[config.mk]
export PLATFORM = sky130hd
export DESIGN_NAME = midpoint_circle_rasterizer_top
export DESIGN_NICKNAME = d
export VERILOG_FILES = /design/src/hw/rtl/mcr_pkg.sv /design/src/hw/rtl/mcr_front.sv /design/src/hw/rtl/mcr_queue.sv /design/src/hw/rtl/mcr_back.sv /design/src/hw/rtl/midpoint_circle_rasterizer_top.sv
export SDC_FILE = /design/constraint.sdc
export NUM_CORES = 1
export LEC_CHECK = 0
export ABC_AREA = 1
export BUFFER_PORTS_ARGS = -buffer_cell sky130_fd_sc_hd__buf_2
export CORE_MARGIN = 3
export CORE_UTILIZATION = 50
export CTS_CLUSTER_DIAMETER = 40
export DETAILED_ROUTE_END_ITERATION = 16
export HOLD_SLACK_MARGIN = 0.15
export PLACE_DENSITY = 0.71
export SLEW_MARGIN = 20
export SYNTH_ARGS = -nofsm -noshare
export SYNTH_HDL_FRONTEND = slang
export SYNTH_SLANG_ARGS = --single-unit
[constraint.sdc]
create_clock -name clk_i -period 3.7 [get_ports clk_i]
set_input_delay 0.185 -clock clk_i [delete_from_list [all_inputs] [get_ports clk_i]]
set_output_delay 0.185 -clock clk_i [all_outputs]
set_load 0.01 [all_outputs]
[src/hw/rtl/mcr_pkg.sv]
// Shared types and constants for the midpoint circle rasterizer.
// Used by the front end, the octet queue, the point emitter and the top level.
package mcr_pkg;

  // Width of an emitted coordinate; points wrap to this many bits.
  localparam int unsigned COORD_BITS = 12;

  localparam int unsigned IN_DATA_W  = 32;
  localparam int unsigned IN_USER_W  = 1;
  localparam int unsigned OUT_DATA_W = ((2 * COORD_BITS + 7) / 8) * 8;
  localparam int unsigned OUT_USER_W = 2;

  localparam int unsigned QUEUE_DEPTH = 2;
  localparam int unsigned QPTR_W      = $clog2(QUEUE_DEPTH);
  localparam int unsigned QCNT_W      = $clog2(QUEUE_DEPTH + 1);

  localparam int unsigned POINTS   = 8;
  localparam int unsigned PIDX_W   = $clog2(POINTS);

  // Input item kinds carried in tuser.
  localparam logic ACT_START = 1'b0;
  localparam logic ACT_STEP  = 1'b1;

  // One step's worth of work: the centre, the offset and the flags of its octet.
  typedef struct packed {
    logic signed [10:0] cx;
    logic signed [10:0] cy;
    logic [9:0]         ox;
    logic [9:0]         oy;
    logic               done;
    logic               live;
  } octet_t;

endpackage

[src/hw/rtl/mcr_front.sv]
// Front end of the circle rasterizer: holds the circle state, takes start and
// step beats and pushes one octet descriptor per step. Depends on mcr_pkg.
module mcr_front (
  input  logic                           clk_i,
  input  logic                           rst_ni,
  input  logic                           in_valid_i,
  output logic                           in_ready_o,
  input  logic [mcr_pkg::IN_DATA_W-1:0]  in_data_i,
  input  logic [mcr_pkg::IN_USER_W-1:0]  in_user_i,
  output logic                           push_o,
  output mcr_pkg::octet_t                push_data_o,
  input  logic                           full_i
);

  logic [9:0]         ox_q, ox_d, oy_q, oy_d;
  logic signed [13:0] dec_q, dec_d;
  logic signed [10:0] cx_q, cx_d, cy_q, cy_d;
  logic               active_q, active_d;

  logic               accept;
  logic               is_step;
  logic signed [10:0] in_cx, in_cy;
  logic [9:0]         in_r;
  logic signed [13:0] diff, inc;
  logic signed [11:0] nx, ny;
  logic               done;

  assign in_ready_o = !full_i;
  assign accept     = in_valid_i && in_ready_o;
  assign is_step    = (in_user_i[0] == mcr_pkg::ACT_STEP);

  assign in_cx = $signed(in_data_i[10:0]);
  assign in_cy = $signed(in_data_i[21:11]);
  assign in_r  = in_data_i[31:22];

  // The update uses the offset before it advances.
  always_comb begin
    diff = $signed({4'b0000, ox_q}) - $signed({4'b0000, oy_q});
    if (dec_q[13]) begin
      inc = 14'sd6 + $signed({2'b00, ox_q, 2'b00});
      ny  = $signed({2'b00, oy_q});
    end else begin
      inc = 14'sd10 + (diff <<< 2);
      ny  = $signed({2'b00, oy_q}) - 12'sd1;
    end
    nx   = $signed({2'b00, ox_q}) + 12'sd1;
    done = nx > ny;
  end

  always_comb begin
    ox_d     = ox_q;
    oy_d     = oy_q;
    dec_d    = dec_q;
    cx_d     = cx_q;
    cy_d     = cy_q;
    active_d = active_q;
    if (accept) begin
      if (!is_step) begin
        cx_d     = in_cx;
        cy_d     = in_cy;
        ox_d     = '0;
        oy_d     = in_r;
        dec_d    = 14'sd3 - $signed({3'b000, in_r, 1'b0});
        active_d = 1'b1;
      end else if (active_q) begin
        dec_d = dec_q + inc;
        ox_d  = nx[9:0];
        oy_d  = ny[9:0];
        if (done) begin
          active_d = 1'b0;
        end
      end
    end
  end

  always_ff @(posedge clk_i or negedge rst_ni) begin
    if (!rst_ni) begin
      ox_q     <= '0;
      oy_q     <= '0;
      dec_q    <= '0;
      cx_q     <= '0;
      cy_q     <= '0;
      active_q <= 1'b0;
    end else begin
      ox_q     <= ox_d;
      oy_q     <= oy_d;
      dec_q    <= dec_d;
      cx_q     <= cx_d;
      cy_q     <= cy_d;
      active_q <= active_d;
    end
  end

  assign push_o           = accept && is_step;
  assign push_data_o.cx   = cx_q;
  assign push_data_o.cy   = cy_q;
  assign push_data_o.ox   = ox_q;
  assign push_data_o.oy   = oy_q;
  assign push_data_o.done = done;
  assign push_data_o.live = active_q;

endmodule

[src/hw/rtl/mcr_queue.sv]
// Short queue of octet descriptors between the front end and the emitter.
// Depends on mcr_pkg for its depth and entry type.
module mcr_queue (
  input  logic            clk_i,
  input  logic            rst_ni,
  input  logic            push_i,
  input  mcr_pkg::octet_t push_data_i,
  output logic            full_o,
  input  logic            pop_i,
  output logic            valid_o,
  output mcr_pkg::octet_t head_o
);

  mcr_pkg::octet_t                 mem_q [mcr_pkg::QUEUE_DEPTH];
  logic [mcr_pkg::QPTR_W-1:0]      wr_q, wr_d, rd_q, rd_d;
  logic [mcr_pkg::QCNT_W-1:0]      cnt_q, cnt_d;

  assign full_o  = (cnt_q == mcr_pkg::QCNT_W'(mcr_pkg::QUEUE_DEPTH));
  assign valid_o = (cnt_q != '0);
  assign head_o  = mem_q[rd_q];

  function automatic logic [mcr_pkg::QPTR_W-1:0] nxt(input logic [mcr_pkg::QPTR_W-1:0] p);
    if (p == mcr_pkg::QPTR_W'(mcr_pkg::QUEUE_DEPTH - 1)) begin
      return '0;
    end
    return p + 1'b1;
  endfunction

  always_comb begin
    wr_d  = push_i ? nxt(wr_q) : wr_q;
    rd_d  = pop_i ? nxt(rd_q) : rd_q;
    cnt_d = cnt_q;
    if (push_i && !pop_i) begin
      cnt_d = cnt_q + 1'b1;
    end else if (pop_i && !push_i) begin
      cnt_d = cnt_q - 1'b1;
    end
  end

  always_ff @(posedge clk_i or negedge rst_ni) begin
    if (!rst_ni) begin
      wr_q  <= '0;
      rd_q  <= '0;
      cnt_q <= '0;
    end else begin
      wr_q  <= wr_d;
      rd_q  <= rd_d;
      cnt_q <= cnt_d;
    end
  end

  always_ff @(posedge clk_i) begin
    if (push_i) begin
      mem_q[wr_q] <= push_data_i;
    end
  end

endmodule

[src/hw/rtl/mcr_back.sv]
// Point emitter: walks the eight symmetric points of the head octet into an
// output register, one point per beat. Depends on mcr_pkg.
module mcr_back (
  input  logic                            clk_i,
  input  logic                            rst_ni,
  input  logic                            head_valid_i,
  input  mcr_pkg::octet_t                 head_i,
  output logic                            pop_o,
  output logic                            out_valid_o,
  input  logic                            out_ready_i,
  output logic [mcr_pkg::OUT_DATA_W-1:0]  out_data_o,
  output logic [mcr_pkg::OUT_USER_W-1:0]  out_user_o,
  output logic                            out_last_o
);

  logic [mcr_pkg::PIDX_W-1:0]          idx_q, idx_d;
  logic                                ov_q, ov_d;
  logic signed [mcr_pkg::COORD_BITS-1:0] px_q, py_q;
  logic                                pv_q, last_q, done_q;

  logic                                load;
  logic                                swap, neg_a, neg_b, final_pt;
  logic signed [mcr_pkg::COORD_BITS-1:0] cx, cy, a, b, sx, sy;

  assign load     = head_valid_i && (!ov_q || out_ready_i);
  assign final_pt = (idx_q == mcr_pkg::PIDX_W'(mcr_pkg::POINTS - 1));
  assign pop_o    = load && (!head_i.live || final_pt);

  // Points 1, 2, 5 and 6 swap x and y; the last four negate the first term,
  // and points 2 to 5 negate the second.
  always_comb begin
    swap  = (idx_q[1] ^ idx_q[0]);
    neg_a = idx_q[2];
    neg_b = (idx_q[2] ^ idx_q[1]);
    cx    = mcr_pkg::COORD_BITS'(head_i.cx);
    cy    = mcr_pkg::COORD_BITS'(head_i.cy);
    a     = $signed(mcr_pkg::COORD_BITS'(swap ? head_i.oy : head_i.ox));
    b     = $signed(mcr_pkg::COORD_BITS'(swap ? head_i.ox : head_i.oy));
    sx    = neg_a ? cx - a : cx + a;
    sy    = neg_b ? cy - b : cy + b;
  end

  always_comb begin
    ov_d  = ov_q;
    idx_d = idx_q;
    if (load) begin
      ov_d = 1'b1;
      if (head_i.live) begin
        idx_d = final_pt ? '0 : idx_q + 1'b1;
      end
    end else if (out_ready_i) begin
      ov_d = 1'b0;
    end
  end

  always_ff @(posedge clk_i or negedge rst_ni) begin
    if (!rst_ni) begin
      ov_q  <= 1'b0;
      idx_q <= '0;
    end else begin
      ov_q  <= ov_d;
      idx_q <= idx_d;
    end
  end

  always_ff @(posedge clk_i) begin
    if (load) begin
      if (head_i.live) begin
        px_q   <= sx;
        py_q   <= sy;
        pv_q   <= 1'b1;
        last_q <= final_pt;
        done_q <= head_i.done;
      end else begin
        px_q   <= '0;
        py_q   <= '0;
        pv_q   <= 1'b0;
        last_q <= 1'b1;
        done_q <= 1'b0;
      end
    end
  end

  assign out_valid_o = ov_q;
  assign out_data_o  = mcr_pkg::OUT_DATA_W'({py_q, px_q});
  assign out_user_o  = {done_q, pv_q};
  assign out_last_o  = last_q;

endmodule

[src/hw/rtl/midpoint_circle_rasterizer_top.sv]
// Top level of the midpoint circle rasterizer: front end, octet queue and
// point emitter. Depends on mcr_pkg, mcr_front, mcr_queue and mcr_back.
//
//  Channel  Dir  Beat contents
//  s_axis   in   tuser: action; tdata: center_x, center_y, radius
//  m_axis   out  tuser: point_valid, circle_done; tdata: point_x, point_y; tlast: last_of_octet
//
// A start beat is taken and yields nothing. A step beat yields eight point beats, one
// per cycle from the emitter's output register while m_axis_tready is high, so a steady
// stream of steps is paced by the emitter; a step while idle yields one beat.
// The two-entry octet queue lets the input side run ahead of the emitter.
// Reset is asynchronous and active low and leaves the generator idle.
module midpoint_circle_rasterizer_top (
  input  logic                           clk_i,
  input  logic                           rst_ni,
  input  logic                           s_axis_tvalid,
  output logic                           s_axis_tready,
  // [10:0] center_x, [21:11] center_y, [31:22] radius
  input  logic [mcr_pkg::IN_DATA_W-1:0]  s_axis_tdata,
  // [0] action
  input  logic [mcr_pkg::IN_USER_W-1:0]  s_axis_tuser,
  output logic                           m_axis_tvalid,
  input  logic                           m_axis_tready,
  // [11:0] point_x, [23:12] point_y
  output logic [mcr_pkg::OUT_DATA_W-1:0] m_axis_tdata,
  // [0] point_valid, [1] circle_done
  output logic [mcr_pkg::OUT_USER_W-1:0] m_axis_tuser,
  output logic                           m_axis_tlast
);

  logic            push, full, pop, head_valid;
  mcr_pkg::octet_t push_data, head;

  mcr_front u_front (
    .clk_i       (clk_i),
    .rst_ni      (rst_ni),
    .in_valid_i  (s_axis_tvalid),
    .in_ready_o  (s_axis_tready),
    .in_data_i   (s_axis_tdata),
    .in_user_i   (s_axis_tuser),
    .push_o      (push),
    .push_data_o (push_data),
    .full_i      (full)
  );

  mcr_queue u_queue (
    .clk_i       (clk_i),
    .rst_ni      (rst_ni),
    .push_i      (push),
    .push_data_i (push_data),
    .full_o      (full),
    .pop_i       (pop),
    .valid_o     (head_valid),
    .head_o      (head)
  );

  mcr_back u_back (
    .clk_i        (clk_i),
    .rst_ni       (rst_ni),
    .head_valid_i (head_valid),
    .head_i       (head),
    .pop_o        (pop),
    .out_valid_o  (m_axis_tvalid),
    .out_ready_i  (m_axis_tready),
    .out_data_o   (m_axis_tdata),
    .out_user_o   (m_axis_tuser),
    .out_last_o   (m_axis_tlast)
  );

endmodule
==> results.cfg <==
[final_layout]
final_layout_size_suffix_gt1_share_pct = 13.3
antenna_cells_inserted = 0
area_growth_syn_to_layout_pct = 16.7
layout.cells.most_common = nand2_1
most-common-layout-cells = nand2_1 (352), inv_1 (148), edfxtp_1 (115), a21oi_1 (76), o21ai_0 (74)
num-nets-final = 1434
layout.filler_cells = 1779

[global_routing]
grt_start_max_net_pins = 45
grt_pass1_vias = 7796
grt_pass1_wl_um = 38700
globalRouteOverflowTotal = 0
initial_antenna_violation_count = 0
track_usage_pct = 21.7

[worst_hold_path]
hold_path_class = input pin to flip-flop
hold_path_startpoint = s_axis_tdata[26]

[floorplan]
placementRows = 52
dieHeight_um = 151
die_area_sq_um = 22800
die_w_um = 151
top_level_ports = 66
starting_density_of_the_core_pct = 51.5
core_region_area_sq_um = 20400

[sta]
slew_violations = 0
finalWorstSetupSlack_ns = 0.170
setup_violations = 0
timing.fmax_mhz = 283
timing.clock.skew_ns = 0.0118
worst_pin_slew_ns = 0.735
post_layout_min_period_ns = 3.53
remaining_max_slew_budget_at_the_tightest_pin_pct = 50.9
grt_setup_unrepaired = true
hold_viol = 0
layout_worst_path_cycle_share_pct = 95.4

[detailed_routing]
vias = 8521
remaining_routing_drc_violations = 0
first_pass_iters = 5
route.detailed.vias_per_inst = 5.28
routedWlPerCell_um = 15.3
antenna_viol_nets_final = 0
drt_iter0_drc = 530
final_wirelength_um = 24700

[synthesis]
yosys.cell_types.count = 49
ys.warnings.count = 0
synthesis.nets = 1330
post_synth_design_cell_area_sq_um = 10500
post_synth_edffs = 115
synth_top_area_cell = edfxtp_1
synth.top_cells.by_area = edfxtp_1 (33%), dfrtp_1 (15%), nand2_1 (13%), ha_1 (7.4%), inv_1 (5.5%)
synth_area_per_cell_sq_um = 8.57
async_flop_share_pct = 35.8
synth_seq_area_share_pct = 48.0
synthDominantCellAreaShare_pct = 32.8
syn_inst = 1227
synth_top_flop_cell = edfxtp_1
ys_ff_latch = 179

[clock_tree]
clock_tree.root_cell = clkbuf_16
h-tree-depth = 4
cts_sinks = 179
clkTransAtPathRegs_ns = 0.07
cts_made_buffers = 17
clkLatencyLatePin_ns = 0.42
tritoncts = built
clk_path_buf_depth = 2

[placed_design]
buffer_ports.inserted = 65
routabilityCongestion = 0.952
place.detailed.hpwl_um = 17700
dp_worst_setup_slack_ns = -0.0215

[critical_path]
crit_type = flip-flop to flip-flop
crit_path_start_kind = flip-flop
timing.critical_path.required_ns = 4.01
rr_startpoint = u_front.ox_q[0]
endpoint_kind = flip-flop
crit_arrival_ns = 3.84
critPathMaxFanout = 4
worst_setup_path_startpoint = u_front.ox_q[0]

[run]
timing.max_cap.violations = 0

[status]
outcome = finished, final reports clean
==> layout make-up <==
cell class	instances	area (sq um)	area share, %
Tap cell	270	338	2.75
Inverter	157	597	4.86
Clock buffer	18	429	3.49
Timing Repair Buffer	118	817	6.65
Multi-Input combinational cell	858	4870	39.6
Sequential cell	179	5060	41.2
Clock inverter	14	175	1.43
==> worst max-delay path, stage by stage (launching register included) <==
cell,delay [ns]
dfrtp_1,0.39
inv_2,0.07
ha_2,0.17
inv_2,0.07
fa_2,0.44
nand3_2,0.08
nand3_2,0.09
xor2_2,0.19
inv_2,0.10
nor2_4,0.11
nand3_2,0.11
nor2_4,0.16
nand3_2,0.07
nand2_1,0.06
nand2_1,0.06
a21boi_2,0.20
ha_4,0.25
nand2_2,0.06
inv_1,0.05
a221oi_2,0.22
nand3_1,0.14
inv_1,0.07
nand3_1,0.07
nand3_1,0.09
a21oi_1,0.08
==> cell usage after synthesis (2+ instances only) <==
cell       instances
nand4_1           12
nor3_1             9
edfxtp_1         115
buf_6              3
xor2_1            24
a31oi_1            3
buf_1              3
a2bb2oi_1          5
o2111ai_1          2
a21o_1             3
o221ai_1           2
inv_1            153
o21ai_0           80
o21a_1             5
o211ai_1           5
o21ai_1           22
o22ai_1           11
nand3b_1           3
xnor2_1           18
o21ai_2            3
nand2_1          354
o21ai_4            2
dfrtp_1           64
nand3_1           54
mux2i_1            8
clkbuf_1          19
buf_4              4
nand2_2            3
ha_1              62
or2_2              7
o31ai_1            2
or2_1              3
inv_2              2
nor2_2             3
or2_0              2
buf_2              4
nor2_1            55
o21bai_1           5
a21oi_1           80
fa_1               4
==> path summary, 6_finish.rpt <==
path,end,slack [ns],depth (start not counted)
setup / recovery,u_front.dec_q[13],0.17,24
hold / removal,u_front.oy_q[4],0.17,3
setup reg to reg,u_front.dec_q[13],0.17,24
hold reg to reg,u_queue.cnt_q[0],0.47,1
max in group asynchronous,u_front.ox_q[2],2.29,3
min in group asynchronous,u_front.cy_q[5],0.34,2
==> flip-flops by register name, summed over array words and instances, names as in the netlist <==
register and cells:
u_back.done_q 1, u_front.cy_q 11, u_back.out_valid_o 1, u_queue.wr_q 1, u_back.px_q 12, u_back.pv_q 1, u_front.dec_q 13, u_front.ox_q 10
u_front.oy_q 10, u_back.py_q 12, u_queue.mem_q 88, u_front.cx_q 11, u_queue.rd_q 1, u_back.idx_q 3, u_front.active_q 1, u_back.out_last_o 1
u_queue.cnt_q 2
==> cells by family (layout without fill, tap and decap cells) <==
kind of cell             Yosys count  in the layout  synth area share (%)
AO/OA/AOI/OAI                    234            234                  12.5
flip-flops                       179            179                  48.0
buffers and inverters            190            307                  7.23
XOR/XNOR                          42             42                  3.50
AND/OR/NAND/NOR                  508            508                  19.8
multiplexers                       8              8                 0.761
adder cells (fa/ha/maj)           66             66                  8.13
==> layer usage <==
metal	GRT usage [%]	vias to the layer above	wire length, um
li1	-	4300	-
met1	28.3	3987	10900
met2	36.8	195	12300
met3	3.08	39	885
met4	8.02	0	639
met5	0	-	0
==> through the flow <==
step	hold WS [ns]	cell area (sq um)	setup TNS [ns]	util, %	cells
6_report	0.175	12300	0	60.1	1614
5_1_grt	0.182	12300	-0.192	60.1	1614
4_1_cts	0.154	12100	0	59.2	1610
3_5_place_dp	0.267	11200	-0.0215	54.9	1550
3_3_place_gp	0.263	11200	0	54.9	1550
2_1_floorplan	-0.111	10500	0	-	1227
==> what timing repair did <==
action,4_1_cts,5_1_grt
pin swaps,0,11
endpoints found under the setup margin,1,14
resized for setup,1,46
hold buffers,28,0
buffers inserted,0,4
endpoints found under the hold margin,51,0
Power is left out: the tool's default activity adds up to more than one toggle a clock period on the data nets, which glitch-free logic cannot reach.
